### src/rtl/assert_macros.svh
// Assertion macros shared by the RTL of the DRAM address mapper.
// Define NO_ASSERTIONS to compile every assertion out.
`ifndef ASSERT_MACROS_SVH
`define ASSERT_MACROS_SVH

`ifndef NO_ASSERTIONS

// Implication checked on every rising clock edge outside reset.
`define ASSERT_IMPL(label, clk, rst_n, ante, cons) \
	label: assert property (@(posedge clk) disable iff (!rst_n) (ante) |-> (cons)) \
		else $error("assertion failed");

// Next-cycle implication checked on every rising clock edge outside reset.
`define ASSERT_NEXT(label, clk, rst_n, ante, cons) \
	label: assert property (@(posedge clk) disable iff (!rst_n) (ante) |=> (cons)) \
		else $error("assertion failed");

`else

`define ASSERT_IMPL(label, clk, rst_n, ante, cons)
`define ASSERT_NEXT(label, clk, rst_n, ante, cons)

`endif

`endif

### src/rtl/dxam_pkg.sv
// Constants, XOR matrices and field packing helpers of the DRAM address mapper.
// No dependencies.
package dxam_pkg;

	localparam int MAPPED_BITS = 30;
	localparam int BANK_W      = 5;
	localparam int ROW_W       = 13;
	localparam int COL_W       = 13;
	localparam int BASE_W      = 34;
	localparam int ADDR_W      = 64;
	localparam int S_DATA_W    = 64;
	localparam int M_DATA_W    = 96;
	localparam int CFG_IDX_W   = 1;

	typedef logic [MAPPED_BITS-1:0] word_t;
	typedef word_t mtx_t [MAPPED_BITS];

	typedef enum logic {
		OP_FWD = 1'b0,
		OP_REV = 1'b1
	} op_t;

	typedef enum logic [CFG_IDX_W-1:0] {
		REG_DUAL_RANK = 1'b0,
		REG_BASE_PAGE = 1'b1
	} reg_idx_t;

	localparam word_t B0  = word_t'(1) << 0;
	localparam word_t B1  = word_t'(1) << 1;
	localparam word_t B2  = word_t'(1) << 2;
	localparam word_t B3  = word_t'(1) << 3;
	localparam word_t B4  = word_t'(1) << 4;
	localparam word_t B5  = word_t'(1) << 5;
	localparam word_t B6  = word_t'(1) << 6;
	localparam word_t B7  = word_t'(1) << 7;
	localparam word_t B8  = word_t'(1) << 8;
	localparam word_t B9  = word_t'(1) << 9;
	localparam word_t B10 = word_t'(1) << 10;
	localparam word_t B11 = word_t'(1) << 11;
	localparam word_t B12 = word_t'(1) << 12;
	localparam word_t B13 = word_t'(1) << 13;
	localparam word_t B14 = word_t'(1) << 14;
	localparam word_t B15 = word_t'(1) << 15;
	localparam word_t B16 = word_t'(1) << 16;
	localparam word_t B17 = word_t'(1) << 17;
	localparam word_t B18 = word_t'(1) << 18;
	localparam word_t B19 = word_t'(1) << 19;
	localparam word_t B20 = word_t'(1) << 20;
	localparam word_t B21 = word_t'(1) << 21;
	localparam word_t B22 = word_t'(1) << 22;
	localparam word_t B23 = word_t'(1) << 23;
	localparam word_t B24 = word_t'(1) << 24;
	localparam word_t B25 = word_t'(1) << 25;
	localparam word_t B26 = word_t'(1) << 26;
	localparam word_t B27 = word_t'(1) << 27;
	localparam word_t B28 = word_t'(1) << 28;
	localparam word_t B29 = word_t'(1) << 29;

	// Row 0 of each matrix yields the most significant result bit.
	localparam mtx_t FWD_SINGLE = '{
		B13 | B6, B17 | B14, B18 | B15, B19 | B16,
		B12, B11, B10, B9, B8, B7, B6, B5, B4, B3, B2, B1, B0,
		B29, B28, B27, B26, B25, B24, B23, B22, B21, B20, B19, B18, B17
	};
	localparam mtx_t FWD_DUAL = '{
		B13 | B6, B18 | B14, B19 | B15, B20 | B16, B21 | B17,
		B12, B11, B10, B9, B8, B7, B6, B5, B4, B3, B2, B1, B0,
		B29, B28, B27, B26, B25, B24, B23, B22, B21, B20, B19, B18
	};
	localparam mtx_t INV_SINGLE = '{
		B12, B11, B10, B9, B8, B7, B6, B5, B4, B3, B2, B1, B0,
		B26 | B2, B27 | B1, B28 | B0, B29 | B19,
		B25, B24, B23, B22, B21, B20, B19, B18, B17, B16, B15, B14, B13
	};
	localparam mtx_t INV_DUAL = '{
		B11, B10, B9, B8, B7, B6, B5, B4, B3, B2, B1, B0,
		B25 | B3, B26 | B2, B27 | B1, B28 | B0, B29 | B18,
		B24, B23, B22, B21, B20, B19, B18, B17, B16, B15, B14, B13, B12
	};

	// Each result bit is the parity of the word under one row mask.
	function automatic word_t gf2_apply(input op_t op, input logic dual, input word_t v);
		word_t acc;
		word_t row;
		acc = '0;
		for (int i = 0; i < MAPPED_BITS; i++) begin
			case ({op, dual})
				2'b00:   row = FWD_SINGLE[i];
				2'b01:   row = FWD_DUAL[i];
				2'b10:   row = INV_SINGLE[i];
				default: row = INV_DUAL[i];
			endcase
			acc[MAPPED_BITS-1-i] = ^(v & row);
		end
		return acc;
	endfunction

	// Mask bank, row and column to the layout in use and place them at their shifts.
	function automatic word_t pack_fields(input logic dual, input logic [BANK_W-1:0] bank,
			input logic [ROW_W-1:0] row, input logic [COL_W-1:0] col);
		word_t w;
		if (dual) begin
			w = {bank, col, row[11:0]};
		end else begin
			w = {bank[3:0], col, row};
		end
		return w;
	endfunction

endpackage

### src/rtl/dram_xor_address_mapper.sv
// Throughput: one request per cycle; each stage holds while the one after it is full and cannot move on.
// Stages: input masking and packing, XOR matrix product, field split or base page attach into the output register.
// Reset: arst_n clears all valid bits and both configuration registers at once.
// Depends on dxam_pkg and assert_macros.svh.
`include "assert_macros.svh"

module dram_xor_address_mapper (
	input  logic                              clk,
	input  logic                              arst_n,
	input  logic                              cfg_we,
	input  logic [dxam_pkg::CFG_IDX_W-1:0]    cfg_index,
	input  logic [dxam_pkg::BASE_W-1:0]       cfg_wdata,
	input  logic                              s_tvalid,
	output logic                              s_tready,
	// address_low [29:0], bank_in [34:30], row_in [47:35], col_in [60:48], zero [63:61]
	input  logic [dxam_pkg::S_DATA_W-1:0]     s_tdata,
	// op [0]
	input  logic                              s_tuser,
	output logic                              m_tvalid,
	input  logic                              m_tready,
	// bank_out [4:0], row_out [17:5], col_out [30:18], address_out [94:31], zero [95]
	output logic [dxam_pkg::M_DATA_W-1:0]     m_tdata
);

	logic                              dual_rank_q;
	logic [dxam_pkg::BASE_W-1:0]       base_page_q;

	logic                              valid_s1, valid_s2, valid_s3;
	logic                              ready_s1, ready_s2, ready_s3;
	dxam_pkg::op_t                     op_s1, op_s2;
	logic                              dual_s1, dual_s2;
	dxam_pkg::word_t                   v_s1, r_s2;
	logic [dxam_pkg::BANK_W-1:0]       bank_s3;
	logic [dxam_pkg::ROW_W-1:0]        row_s3;
	logic [dxam_pkg::COL_W-1:0]        col_s3;
	logic [dxam_pkg::ADDR_W-1:0]       addr_s3;

	logic [dxam_pkg::MAPPED_BITS-1:0]  in_addr;
	logic [dxam_pkg::BANK_W-1:0]       in_bank;
	logic [dxam_pkg::ROW_W-1:0]        in_row;
	logic [dxam_pkg::COL_W-1:0]        in_col;

	assign in_addr = s_tdata[29:0];
	assign in_bank = s_tdata[34:30];
	assign in_row  = s_tdata[47:35];
	assign in_col  = s_tdata[60:48];

	// A stage takes a new request when it is empty or its contents move on.
	assign ready_s3 = !valid_s3 || m_tready;
	assign ready_s2 = !valid_s2 || ready_s3;
	assign ready_s1 = !valid_s1 || ready_s2;
	assign s_tready = ready_s1;

	always_ff @(posedge clk or negedge arst_n) begin
		if (!arst_n) begin
			dual_rank_q <= 1'b0;
			base_page_q <= '0;
		end else if (cfg_we) begin
			unique case (dxam_pkg::reg_idx_t'(cfg_index))
				dxam_pkg::REG_DUAL_RANK: dual_rank_q <= cfg_wdata[0];
				dxam_pkg::REG_BASE_PAGE: base_page_q <= cfg_wdata;
				default: ;
			endcase
		end
	end

	always_ff @(posedge clk or negedge arst_n) begin
		if (!arst_n) begin
			valid_s1 <= 1'b0;
			valid_s2 <= 1'b0;
			valid_s3 <= 1'b0;
		end else begin
			if (ready_s1) valid_s1 <= s_tvalid;
			if (ready_s2) valid_s2 <= valid_s1;
			if (ready_s3) valid_s3 <= valid_s2;
		end
	end

	// Stage 1: select the operand; for a reverse request, mask and pack the fields to the layout in use.
	always_ff @(posedge clk) begin
		if (ready_s1 && s_tvalid) begin
			op_s1   <= dxam_pkg::op_t'(s_tuser);
			dual_s1 <= dual_rank_q;
			if (dxam_pkg::op_t'(s_tuser) == dxam_pkg::OP_FWD) begin
				v_s1 <= in_addr;
			end else begin
				v_s1 <= dxam_pkg::pack_fields(dual_rank_q, in_bank, in_row, in_col);
			end
		end
	end

	// Stage 2: matrix product over GF(2).
	always_ff @(posedge clk) begin
		if (ready_s2 && valid_s1) begin
			op_s2   <= op_s1;
			dual_s2 <= dual_s1;
			r_s2    <= dxam_pkg::gf2_apply(op_s1, dual_s1, v_s1);
		end
	end

	// Stage 3: split into fields or attach the base page.
	always_ff @(posedge clk) begin
		if (ready_s3 && valid_s2) begin
			if (op_s2 == dxam_pkg::OP_FWD) begin
				addr_s3 <= '0;
				if (dual_s2) begin
					bank_s3 <= r_s2[29:25];
					col_s3  <= r_s2[24:12];
					row_s3  <= {1'b0, r_s2[11:0]};
				end else begin
					bank_s3 <= {1'b0, r_s2[29:26]};
					col_s3  <= r_s2[25:13];
					row_s3  <= r_s2[12:0];
				end
			end else begin
				bank_s3 <= '0;
				row_s3  <= '0;
				col_s3  <= '0;
				addr_s3 <= {base_page_q, r_s2};
			end
		end
	end

	assign m_tvalid = valid_s3;
	assign m_tdata  = {1'b0, addr_s3, col_s3, row_s3, bank_s3};

	// A result carries either the bank/row/column fields or an address, never both.
	`ASSERT_IMPL(a_one_direction, clk, arst_n, m_tvalid, (m_tdata[94:31] == '0) || (m_tdata[30:0] == '0))
	// An accepted request always lands in the first stage.
	`ASSERT_NEXT(a_accept_lands, clk, arst_n, s_tvalid && s_tready, valid_s1)
	// A full first stage that cannot move on blocks new requests.
	`ASSERT_IMPL(a_hold_blocks, clk, arst_n, valid_s1 && !ready_s2, !s_tready)
	// A held result keeps its contents.
	`ASSERT_NEXT(a_result_held, clk, arst_n, m_tvalid && !m_tready, m_tvalid && $stable(m_tdata))

endmodule

### config.mk
export PLATFORM = sky130hd
export DESIGN_NAME = dram_xor_address_mapper
export DESIGN_NICKNAME = d
export VERILOG_FILES = /design/src/rtl/dxam_pkg.sv /design/src/rtl/dram_xor_address_mapper.sv
export VERILOG_INCLUDE_DIRS = /design/src /design/src/rtl
export SDC_FILE = /design/constraint.sdc
export NUM_CORES = 1
export LEC_CHECK = 0
export BUFFER_PORTS_ARGS = -buffer_cell sky130_fd_sc_hd__buf_2
export CORE_MARGIN = 2
export CORE_UTILIZATION = 40
export CTS_BUF_LIST = sky130_fd_sc_hd__clkbuf_4
export CTS_CLUSTER_DIAMETER = 100
export DETAILED_ROUTE_END_ITERATION = 16
export PLACE_DENSITY = 0.61
export SETUP_SLACK_MARGIN = 0.4
export SKIP_CTS_REPAIR_TIMING = 1
export SYNTH_ARGS = -nofsm -noshare
export SYNTH_HDL_FRONTEND = slang
export SYNTH_SLANG_ARGS = --single-unit
### constraint.sdc
create_clock -name clk -period 4.55 [get_ports clk]
set_clock_uncertainty 0.2 [all_clocks]
set_input_delay 0.455 -clock clk [delete_from_list [all_inputs] [get_ports clk]]
set_output_delay 0.455 -clock clk [all_outputs]
set_load 0.01 [all_outputs]
==> flow_summary.ini, run 1 <==
[power_and_ir_drop]
vdd_drop_max_mv = 0.1451
power_per_cell_area_nw_per_um2 = 375.1
power_leakage_uw = 0.004272

[timing]
grt_setup_unrepaired = false
finalCritPeriodShare_pct = 50.67
min_period_ns = 2.305
final-max-slew-violation-count = 0
setup_total_neg_slack_ns = 0
max-slew-margin-rel_pct = 21.58
number_of_hold_violations_in_the_final_report = 0
max_clock_freq_mhz = 433.8
hold-worst-slack_ns = 0.01982
tightestPinTransition_ns = 1.176
setup_violations = 0

[global_routing]
maximum_number_of_pins_on_one_net_before_global_route_repair = 96
via_count_of_the_first_global_routing_pass = 4646
congestion_overflow_gr = 0
grt_pass1_wl_mm = 24.46
antenna_violations_before_repair = 1
groute.usage.overall_pct = 14.44

[cts]
cts_buffer_depth = 2
cts_num_sinks = 197
numCtsBuffers = 17
path_clk_slew_ns = 0.15
cts_tree = built
clk_latency_ns = 0.58
number_of_h_tree_levels = 4
clock_root_buffer_master = sky130_fd_sc_hd__clkbuf_4

[min_path]
whs_path_depth = 3
min_to = v_s1[26]
hold_path.startpoint = s_tdata[26]
min-delay-path-class = in -> reg

[status]
result_of_the_run = complete, no violations

[logic_synthesis]
synth_area_per_cell_um2 = 16.12
post_synth_edffs = 159
ys_dominant_reg_cell = sky130_fd_sc_hd__edfxtp_1
post_synth_num_cell_types = 26
yosysWarnings = 0
yosysSeqAreaShare_pct = 68.56
postSynthRegisterBits = 197
gate_count_post_synth = 518
synth.net_count = 623
synth_area_um2 = 8351
postSynth.asyncResetShare_pct = 19.29

[worst_setup_path]
cp_endpoint_kind = flip-flop
regToRegStartpoint = op_s1
critical_path.slowest_cell = sky130_fd_sc_hd__edfxtp_1
reg2reg_slack_ns = 2.24
startpoint_type = flip-flop
worstRegToRegCells = 2
worst_ep_required_time_ns = 4.67
r2r-end = r_s2[25]
category_of_the_most_critical_setup_path = reg -> reg
max_stage_delay_ns = 1.16
worst_ep_arrival_time_ns = 2.43
cp_max_fo = 29
path_delay_family = flip-flops
crit_buf_inv = 1
cp_cell_sequence = buf_4, mux4_2

[route]
post_drt_wl_per_cell_um = 15.28
detailroute.via_count = 4963
remaining_drc_errors = 0
ant_nets = 0
routed_via_density = 4.678
drt_first_iter_violations = 243
drt-total-wl_mm = 16.21
drt_pass1_iterations = 4

[floorplan]
io_pins = 203
fp.coreArea_um2 = 20360
fp.dieArea_um2 = 22050
die_h_um = 148.5
placementRows = 52
start_util_pct = 41.01
chipWidth_um = 148.5

[cells_and_area]
post_route_cells_drive_above_1_share_pct = 38.73
finish.net_count = 882
most_frequent_cells_in_the_layout = sky130_fd_sc_hd__buf_2, sky130_fd_sc_hd__edfxtp_1, sky130_fd_sc_hd__and2_1, sky130_fd_sc_hd__dlygate4sd3_1, sky130_fd_sc_hd__mux2_2
syn_to_final_growth_pct = 25.86
layout_commonest_cell = sky130_fd_sc_hd__buf_2
layout.filler_cells = 1750

[job]
cap_viol_max_count = 0

[placed_design]
hpwlAfterDp_mm = 11.30
gp_congestion = 0.7856
placement.io_buffers = 198
==> kinds of logic after synthesis <==
| logic type | count (synthesis) | share of synthesized area (%) |
|---|---|---|
| muxes | 114 | 17.16 |
| buffers and inverters | 31 | 2.232 |
| AOI/OAI and AO/OA | 32 | 2.068 |
| other | 1 | 0.04491 |
| DFF | 197 | 68.56 |
| xor gates and xnor gates | 10 | 1.049 |
| and+or+nand+nor | 133 | 8.885 |
==> layout make-up <==
class                           count  area [um^2]  share of cell area (%)
Clock buffer                       17        127.6                   1.214
Antenna cell                        1        2.502                 0.02381
Timing Repair Buffer              271         1704                   16.21
Sequential cell                   197         5725                   54.48
Multi-Input combinational cell    290         2441                   23.23
Clock inverter                     15        171.4                   1.631
Tap cell                          270        337.8                   3.214
==> flip-flops by register name, summed over array words and instances (netlist names) <==
signal and cells:
valid_s1 1, col_s3 13, row_s3 13, r_s2 30, dual_rank_q 1, m_tvalid 1, dual_s2 1, dual_s1 1
addr_s3 64, op_s2 1, op_s1 1, valid_s2 1, bank_s3 5, base_page_q 34, v_s1 30
==> through the flow <==
step	setup WS [ns]	instance area (um^2)	cells	power (uW)	utilization, %
floorplan	1.121	8351	518	2756	-
finish	2.245	10510	1061	3942	51.61
detailed placement	2.211	9548	962	3000	46.89
global placement	2.266	9548	962	2976	46.89
global route	2.098	10510	1061	4138	51.61
CTS	2.244	9847	994	3938	48.35
==> worst min-delay path: stages <==
cell and delay (ns):
sky130_fd_sc_hd__buf_2 0.07, sky130_fd_sc_hd__nor2_1 0.03, sky130_fd_sc_hd__a21oi_1 0.11
==> routing by layer <==
metal / vias up / track usage, % / routed length [um]
li1: 2423 / - / -
met1: 2359 / 20.23 / 7361
met2: 156 / 22.04 / 7645
met3: 25 / 2.914 / 775
met4: 0 / 6.238 / 423
met5: - / 0 / 0
==> worst max path at each step <==
stage | cells past startpoint | slack, ns | end | startpoint
4_1_cts | 2 | 2.24 | r_s2[25] | op_s1
5_1_grt | 2 | 2.10 | r_s2[25] | op_s1
3_5_place_dp | 4 | 2.21 | addr_s3[0] | m_tready
2_1_floorplan | 2 | 1.12 | addr_s3[0] | m_tready
3_3_place_gp | 4 | 2.27 | addr_s3[0] | m_tready
6_report | 2 | 2.24 | r_s2[25] | op_s1
==> synth_stat cells (4+ instances only) <==
library cell | n | area [um^2]
sky130_fd_sc_hd__nand2b_1 | 4 | 25.02
sky130_fd_sc_hd__mux4_2 | 17 | 382.9
sky130_fd_sc_hd__mux2_2 | 50 | 563.0
sky130_fd_sc_hd__nor2_1 | 36 | 135.1
sky130_fd_sc_hd__edfxtp_1 | 159 | 4775
sky130_fd_sc_hd__buf_2 | 11 | 55.05
sky130_fd_sc_hd__mux2i_1 | 46 | 460.4
sky130_fd_sc_hd__buf_4 | 9 | 67.56
sky130_fd_sc_hd__a21oi_1 | 24 | 120.1
sky130_fd_sc_hd__xor2_1 | 7 | 61.31
sky130_fd_sc_hd__dfrtp_1 | 38 | 950.9
sky130_fd_sc_hd__clkbuf_1 | 8 | 30.03
sky130_fd_sc_hd__a211oi_1 | 5 | 37.54
sky130_fd_sc_hd__and2_1 | 67 | 419.2
sky130_fd_sc_hd__nor2b_1 | 18 | 112.6
==> where the power goes <==
part           internal (uW)  switching [uW]  total (uW)
clock                    342             605         947
sequential              2220             127        2350
combinational            336             308         644
total                   2900            1040        3940
Power figures use the tool's default switching activity.
==> run 2: changes to the inputs <==
clock period = 2.3 ns   (was 4.55 ns; I/O delays follow)
==> flow_summary.ini, run 2 (synthesized netlist as in run 1, its figures left out) <==
[cells_and_area]
reg_top3 = addr_s3 x64, base_page_q x34
most_frequent_cells_in_the_layout = sky130_fd_sc_hd__buf_2, sky130_fd_sc_hd__edfxtp_1, sky130_fd_sc_hd__dlygate4sd3_1, sky130_fd_sc_hd__and2_1, sky130_fd_sc_hd__mux2_2
registers.top_by_ff_count = addr_s3
largest_register_ff_count = 64
finish.instance_area_um2 = 10970
final_instance_count_without_filler_cells = 1103
layout_commonest_cell = sky130_fd_sc_hd__buf_2
finish.net_count = 924
syn_to_final_growth_pct = 31.32
post_route_cells_drive_above_1_share_pct = 37.86

[placed_design]
hpwlAfterDp_mm = 11.66
dp.cells = 969
gp_congestion = 0.7598
placement.io_buffers = 198
placed_cell_area_um2 = 9641

[global_routing]
antenna_violations_before_repair = 1
congestion_overflow_gr = 0
grt_pass1_wl_mm = 24.87
groute.usage.overall_pct = 14.76
via_count_of_the_first_global_routing_pass = 4732
maximum_number_of_pins_on_one_net_before_global_route_repair = 51

[power_and_ir_drop]
intPower_uw = 5825
power_dissipated_by_switching_net_loads_uw = 2114
clkPwrFrac_pct = 24.3
power_per_cell_area_nw_per_um2 = 723.9
power_leakage_uw = 0.004474
tot_pwr_uw = 7938
vdd_drop_max_mv = 0.3092
power_frac_comb_pct = 17.6
power.switching_fraction_pct = 26.63
pwr-share-seq_pct = 58.1

[cts]
number_of_h_tree_levels = 4
cts_buffer_depth = 2
cts_tree = built
clk_latency_ns = 0.56
clock_root_buffer_master = sky130_fd_sc_hd__clkbuf_4
numCtsBuffers = 17
path_clk_slew_ns = 0.17
cts_num_sinks = 197

[timing]
tightestPinTransition_ns = 0.8549
max_clock_freq_mhz = 565.1
setup_violations = 0
min_period_ns = 1.770
final-max-slew-violation-count = 0
setup_total_neg_slack_ns = 0
grt_setup_unrepaired = true
finalCritPeriodShare_pct = 76.94
number_of_hold_violations_in_the_final_report = 0
max-slew-margin-rel_pct = 43.00

[worst_setup_path]
worst_ep_required_time_ns = 2.30
worst_ep_arrival_time_ns = 1.77
regToRegStartpoint = valid_s2
cp_max_fo = 32
r2r-end = v_s1[13]
worstRegToRegCells = 2
critPathLaunch = valid_s2
category_of_the_most_critical_setup_path = reg -> reg
startpoint_type = flip-flop
reg2reg_slack_ns = 0.53
cp_endpoint_kind = flip-flop

[floorplan]
fp.coreArea_um2 = 20360
chipWidth_um = 148.5
start_util_pct = 41.01
fp.dieArea_um2 = 22050
io_pins = 203
placementRows = 52
die_h_um = 148.5

[route]
ant_nets = 0
routed_via_density = 4.702
drt_first_iter_violations = 237
remaining_drc_errors = 0
drt-total-wl_mm = 17.08
drt_pass1_iterations = 4
detailroute.via_count = 5186
post_drt_wl_per_cell_um = 15.49

[job]
cap_viol_max_count = 0

[min_path]
min-delay-path-class = in -> async

[status]
result_of_the_run = complete, no violations
==> run 2: power by group through the flow <==
stage               combinational [uW]  clock, uW  sequential (uW)
finish                            1400       1930             4610
floorplan                          710          0             4730
global route                      1540       2120             4660
detailed placement                1270          0             4700
CTS                               1280       2000             4610
global placement                  1240          0             4680
==> run 2: worst max path at each step <==
stage	to	slack (ns)	depth (start not counted)
floorplan	addr_s3[0]	0.44	2
global placement	v_s1[4]	0.58	2
detailed placement	v_s1[5]	0.53	2
CTS	s_tready	0.47	2
global route	s_tready	0.39	2
finish	v_s1[13]	0.53	2
==> run 2: per-stage QoR <==
stage	hold slack (ns)	util, %	worst slack [ns]
after floorplan	-0.2656	-	0.4408
after global placement	0.1804	47.34	0.5809
after detailed placement	0.1972	47.34	0.5301
after CTS	-0.4700	48.87	0.4684
after global routing	0.1020	53.85	0.3923
final	0.1094	53.85	0.5305
==> run 2: per-layer routing <==
metal  vias up  share of wire, %  track usage [%]
met3        26               4.3            3.129
li1       2510                 -                -
met5         -                 0                0
met4         0               2.3            6.476
met1      2502                45            20.25
met2       148                49            22.89
==> run 2: area by class of cell <==
type | instances | area (um^2)
fill | 1683 | 9399
sequential | 197 | 5725
multi-input combinational | 290 | 2444
timing repair buffer | 313 | 2145
tap | 270 | 337.8
clock inverter | 15 | 183.9
clock buffer | 17 | 127.6
antenna | 1 | 2.502
==> run 2: critical path: stages (launching register included) <==
cell,delay (ns)
sky130_fd_sc_hd__dfrtp_1,0.44
sky130_fd_sc_hd__nand4b_1,0.15
sky130_fd_sc_hd__and2_2,0.62
==> run 3: changes to the inputs <==
ABC_AREA = 1   (was default)
PLACE_DENSITY = 0.63   (was 0.61)
clock period = 1.6 ns   (was 2.3 ns; I/O delays follow)
==> flow_summary.ini, run 3 <==
[cts]
cts_tree = built
cts_num_sinks = 197
path_clk_slew_ns = 0.17
clock_root_buffer_master = sky130_fd_sc_hd__clkbuf_4
number_of_h_tree_levels = 4
cts_buffer_depth = 2
clk_latency_ns = 0.58
numCtsBuffers = 17

[worst_setup_path]
r2r-end = r_s2[16]
cp_max_fo = 6
category_of_the_most_critical_setup_path = reg -> reg
worst_ep_required_time_ns = 1.82
cp_endpoint_kind = flip-flop
regToRegStartpoint = op_s1
crit_path_end = r_s2[16]
startpoint_type = flip-flop
reg2reg_slack_ns = -0.20
critPathLaunch = op_s1
worstRegToRegCells = 6
worst_ep_arrival_time_ns = 2.02

[cells_and_area]
reg_top3 = addr_s3 x64, base_page_q x34
largest_register_ff_count = 64
registers.top_by_ff_count = addr_s3
final_instance_count_without_filler_cells = 1413
layout_commonest_cell = sky130_fd_sc_hd__buf_2
post_route_cells_drive_above_1_share_pct = 40.28
finish.instance_area_um2 = 12420
finish.net_count = 1229
syn_to_final_growth_pct = 47.53
most_frequent_cells_in_the_layout = sky130_fd_sc_hd__buf_2, sky130_fd_sc_hd__nand2_1, sky130_fd_sc_hd__edfxtp_1, sky130_fd_sc_hd__inv_1, sky130_fd_sc_hd__dlygate4sd3_1

[route]
post_drt_wl_per_cell_um = 15.25
remaining_drc_errors = 0
drt-total-wl_mm = 21.55
drt_first_iter_violations = 463
ant_nets = 0
detailroute.via_count = 6650
drt_pass1_iterations = 7
routed_via_density = 4.706

[power_and_ir_drop]
vdd_drop_max_mv = 0.4678
power_leakage_uw = 0.005733
power_per_cell_area_nw_per_um2 = 1128

[logic_synthesis]
synth_top_cells_by_area = sky130_fd_sc_hd__edfxtp_1, sky130_fd_sc_hd__dfrtp_1, sky130_fd_sc_hd__nand2_1
gate_count_post_synth = 756
synth.net_count = 861
yosysSeqAreaShare_pct = 68.03
post_synth_num_cell_types = 25
postSynth.asyncResetShare_pct = 19.29
synth_commonest_cells = sky130_fd_sc_hd__nand2_1, sky130_fd_sc_hd__edfxtp_1, sky130_fd_sc_hd__inv_1
yosysWarnings = 0
postSynthRegisterBits = 197
yosysMostFrequentCell = sky130_fd_sc_hd__nand2_1
synth_top_cell_area_share_pct = 56.74
ys_dominant_reg_cell = sky130_fd_sc_hd__edfxtp_1
yosys.area.top_type = sky130_fd_sc_hd__edfxtp_1
synth_area_per_cell_um2 = 11.13
post_synth_edffs = 159
synth_area_um2 = 8416

[placed_design]
placed_cell_area_um2 = 10060
hpwlAfterDp_mm = 12.84
dp.cells = 1236
gp_congestion = 0.8454
placement.io_buffers = 198
dp_slack_ns = -0.001649

[global_routing]
congestion_overflow_gr = 0
maximum_number_of_pins_on_one_net_before_global_route_repair = 39
via_count_of_the_first_global_routing_pass = 5345
antenna_violations_before_repair = 1
groute.usage.overall_pct = 15.91
grt_pass1_wl_mm = 27.41

[timing]
finalWorstSetupSlack_ns = -0.1977
setup_violations = 120
setup_total_neg_slack_ns = -5.181
grt_setup_unrepaired = true
min_period_ns = 1.798
final-max-slew-violation-count = 0
max_clock_freq_mhz = 556.3
hold-worst-slack_ns = -0.04866
finalCritPeriodShare_pct = 112.4
number_of_hold_violations_in_the_final_report = 12

[floorplan]
io_pins = 203
chipWidth_um = 149.1
placementRows = 53
fp.dieArea_um2 = 22220
fp.coreArea_um2 = 20820
start_util_pct = 40.42
die_h_um = 149.1

[min_path]
min-delay-path-class = in -> reg

[status]
result_of_the_run = finished with violations
violated_checks = hold timing, setup timing

[job]
cap_viol_max_count = 0
-- run 3: cell types whose count changed after synthesis, moves of 8 or more --
cell and change:
sky130_fd_sc_hd__a21oi_1 -18, sky130_fd_sc_hd__a31oi_1 +19, sky130_fd_sc_hd__and2_1 -67, sky130_fd_sc_hd__buf_2 +8, sky130_fd_sc_hd__inv_1 +115, sky130_fd_sc_hd__mux2i_1 -46
sky130_fd_sc_hd__mux4_2 -17, sky130_fd_sc_hd__nand2_1 +233, sky130_fd_sc_hd__nand3_1 +15, sky130_fd_sc_hd__nand4_1 +13, sky130_fd_sc_hd__nor2b_1 -18, sky130_fd_sc_hd__o22ai_1 +18
-- run 3: power breakdown --
| group | internal, uW | switching (uW) |
|---|---|---|
| clock network | 839 | 1780 |
| registers | 6880 | 480 |
| logic | 1880 | 2150 |
| total | 9600 | 4400 |
-- run 3: cells by family (layout without fill, tap and decap cells) --
group	Yosys count	after routing	synth area share [%]
flip-flops	197	197	68.03
XOR/XNOR	2	2	0.2082
multiplexers	45	45	6.021
AO/OA/AOI/OAI	55	55	4.044
other	1	2	0.04456
buffers and inverters	150	526	7.151
AND/OR/NAND/NOR	306	311	14.50
-- run 3: layer usage --
metal / global-route usage [%] / part of all wire, %
met1: 21.83 / 42
met2: 25.25 / 50
met3: 3.517 / 4.9
met4: 5.238 / 2.4
met5: 0 / 0
-- run 3: area by class of cell --
type                    instances  area, um^2
diodes                          1       2.502
multi-input cells             414        2579
well taps                     275       344.1
clock buffers                  18       135.1
inverters                     117       470.5
clock inverters                14       145.1
flip-flops and latches        197        5727
repair buffers                377        3013
fillers                      1683        8407
-- run 3: worst min path at each step --
stage                 start        endpoint  slack [ns]  cells after the start
global placement     arst_n  base_page_q[9]       -0.05                      2
detailed placement   arst_n  base_page_q[9]       -0.05                      2
finish              s_tuser         v_s1[9]       -0.05                      2
global route        s_tuser         v_s1[6]       -0.08                      2
CTS                  arst_n  base_page_q[9]       -0.72                      2
floorplan            arst_n  base_page_q[0]       -0.34                      0
-- run 3: stage by stage --
step | power [uW] | util (%)
2_1_floorplan | 9143 | -
3_3_place_gp | 10410 | 48.34
3_5_place_dp | 10470 | 48.34
4_1_cts | 13040 | 49.68
5_1_grt | 14740 | 59.63
6_report | 14000 | 59.63
-- run 3: worst max-delay path: stages (launching register included) --
cell,delay (ns)
sky130_fd_sc_hd__edfxtp_1,0.51
sky130_fd_sc_hd__buf_8,0.19
sky130_fd_sc_hd__nor2_4,0.24
sky130_fd_sc_hd__buf_4,0.16
sky130_fd_sc_hd__nand2_2,0.05
sky130_fd_sc_hd__nand2_2,0.10
sky130_fd_sc_hd__xor2_2,0.19
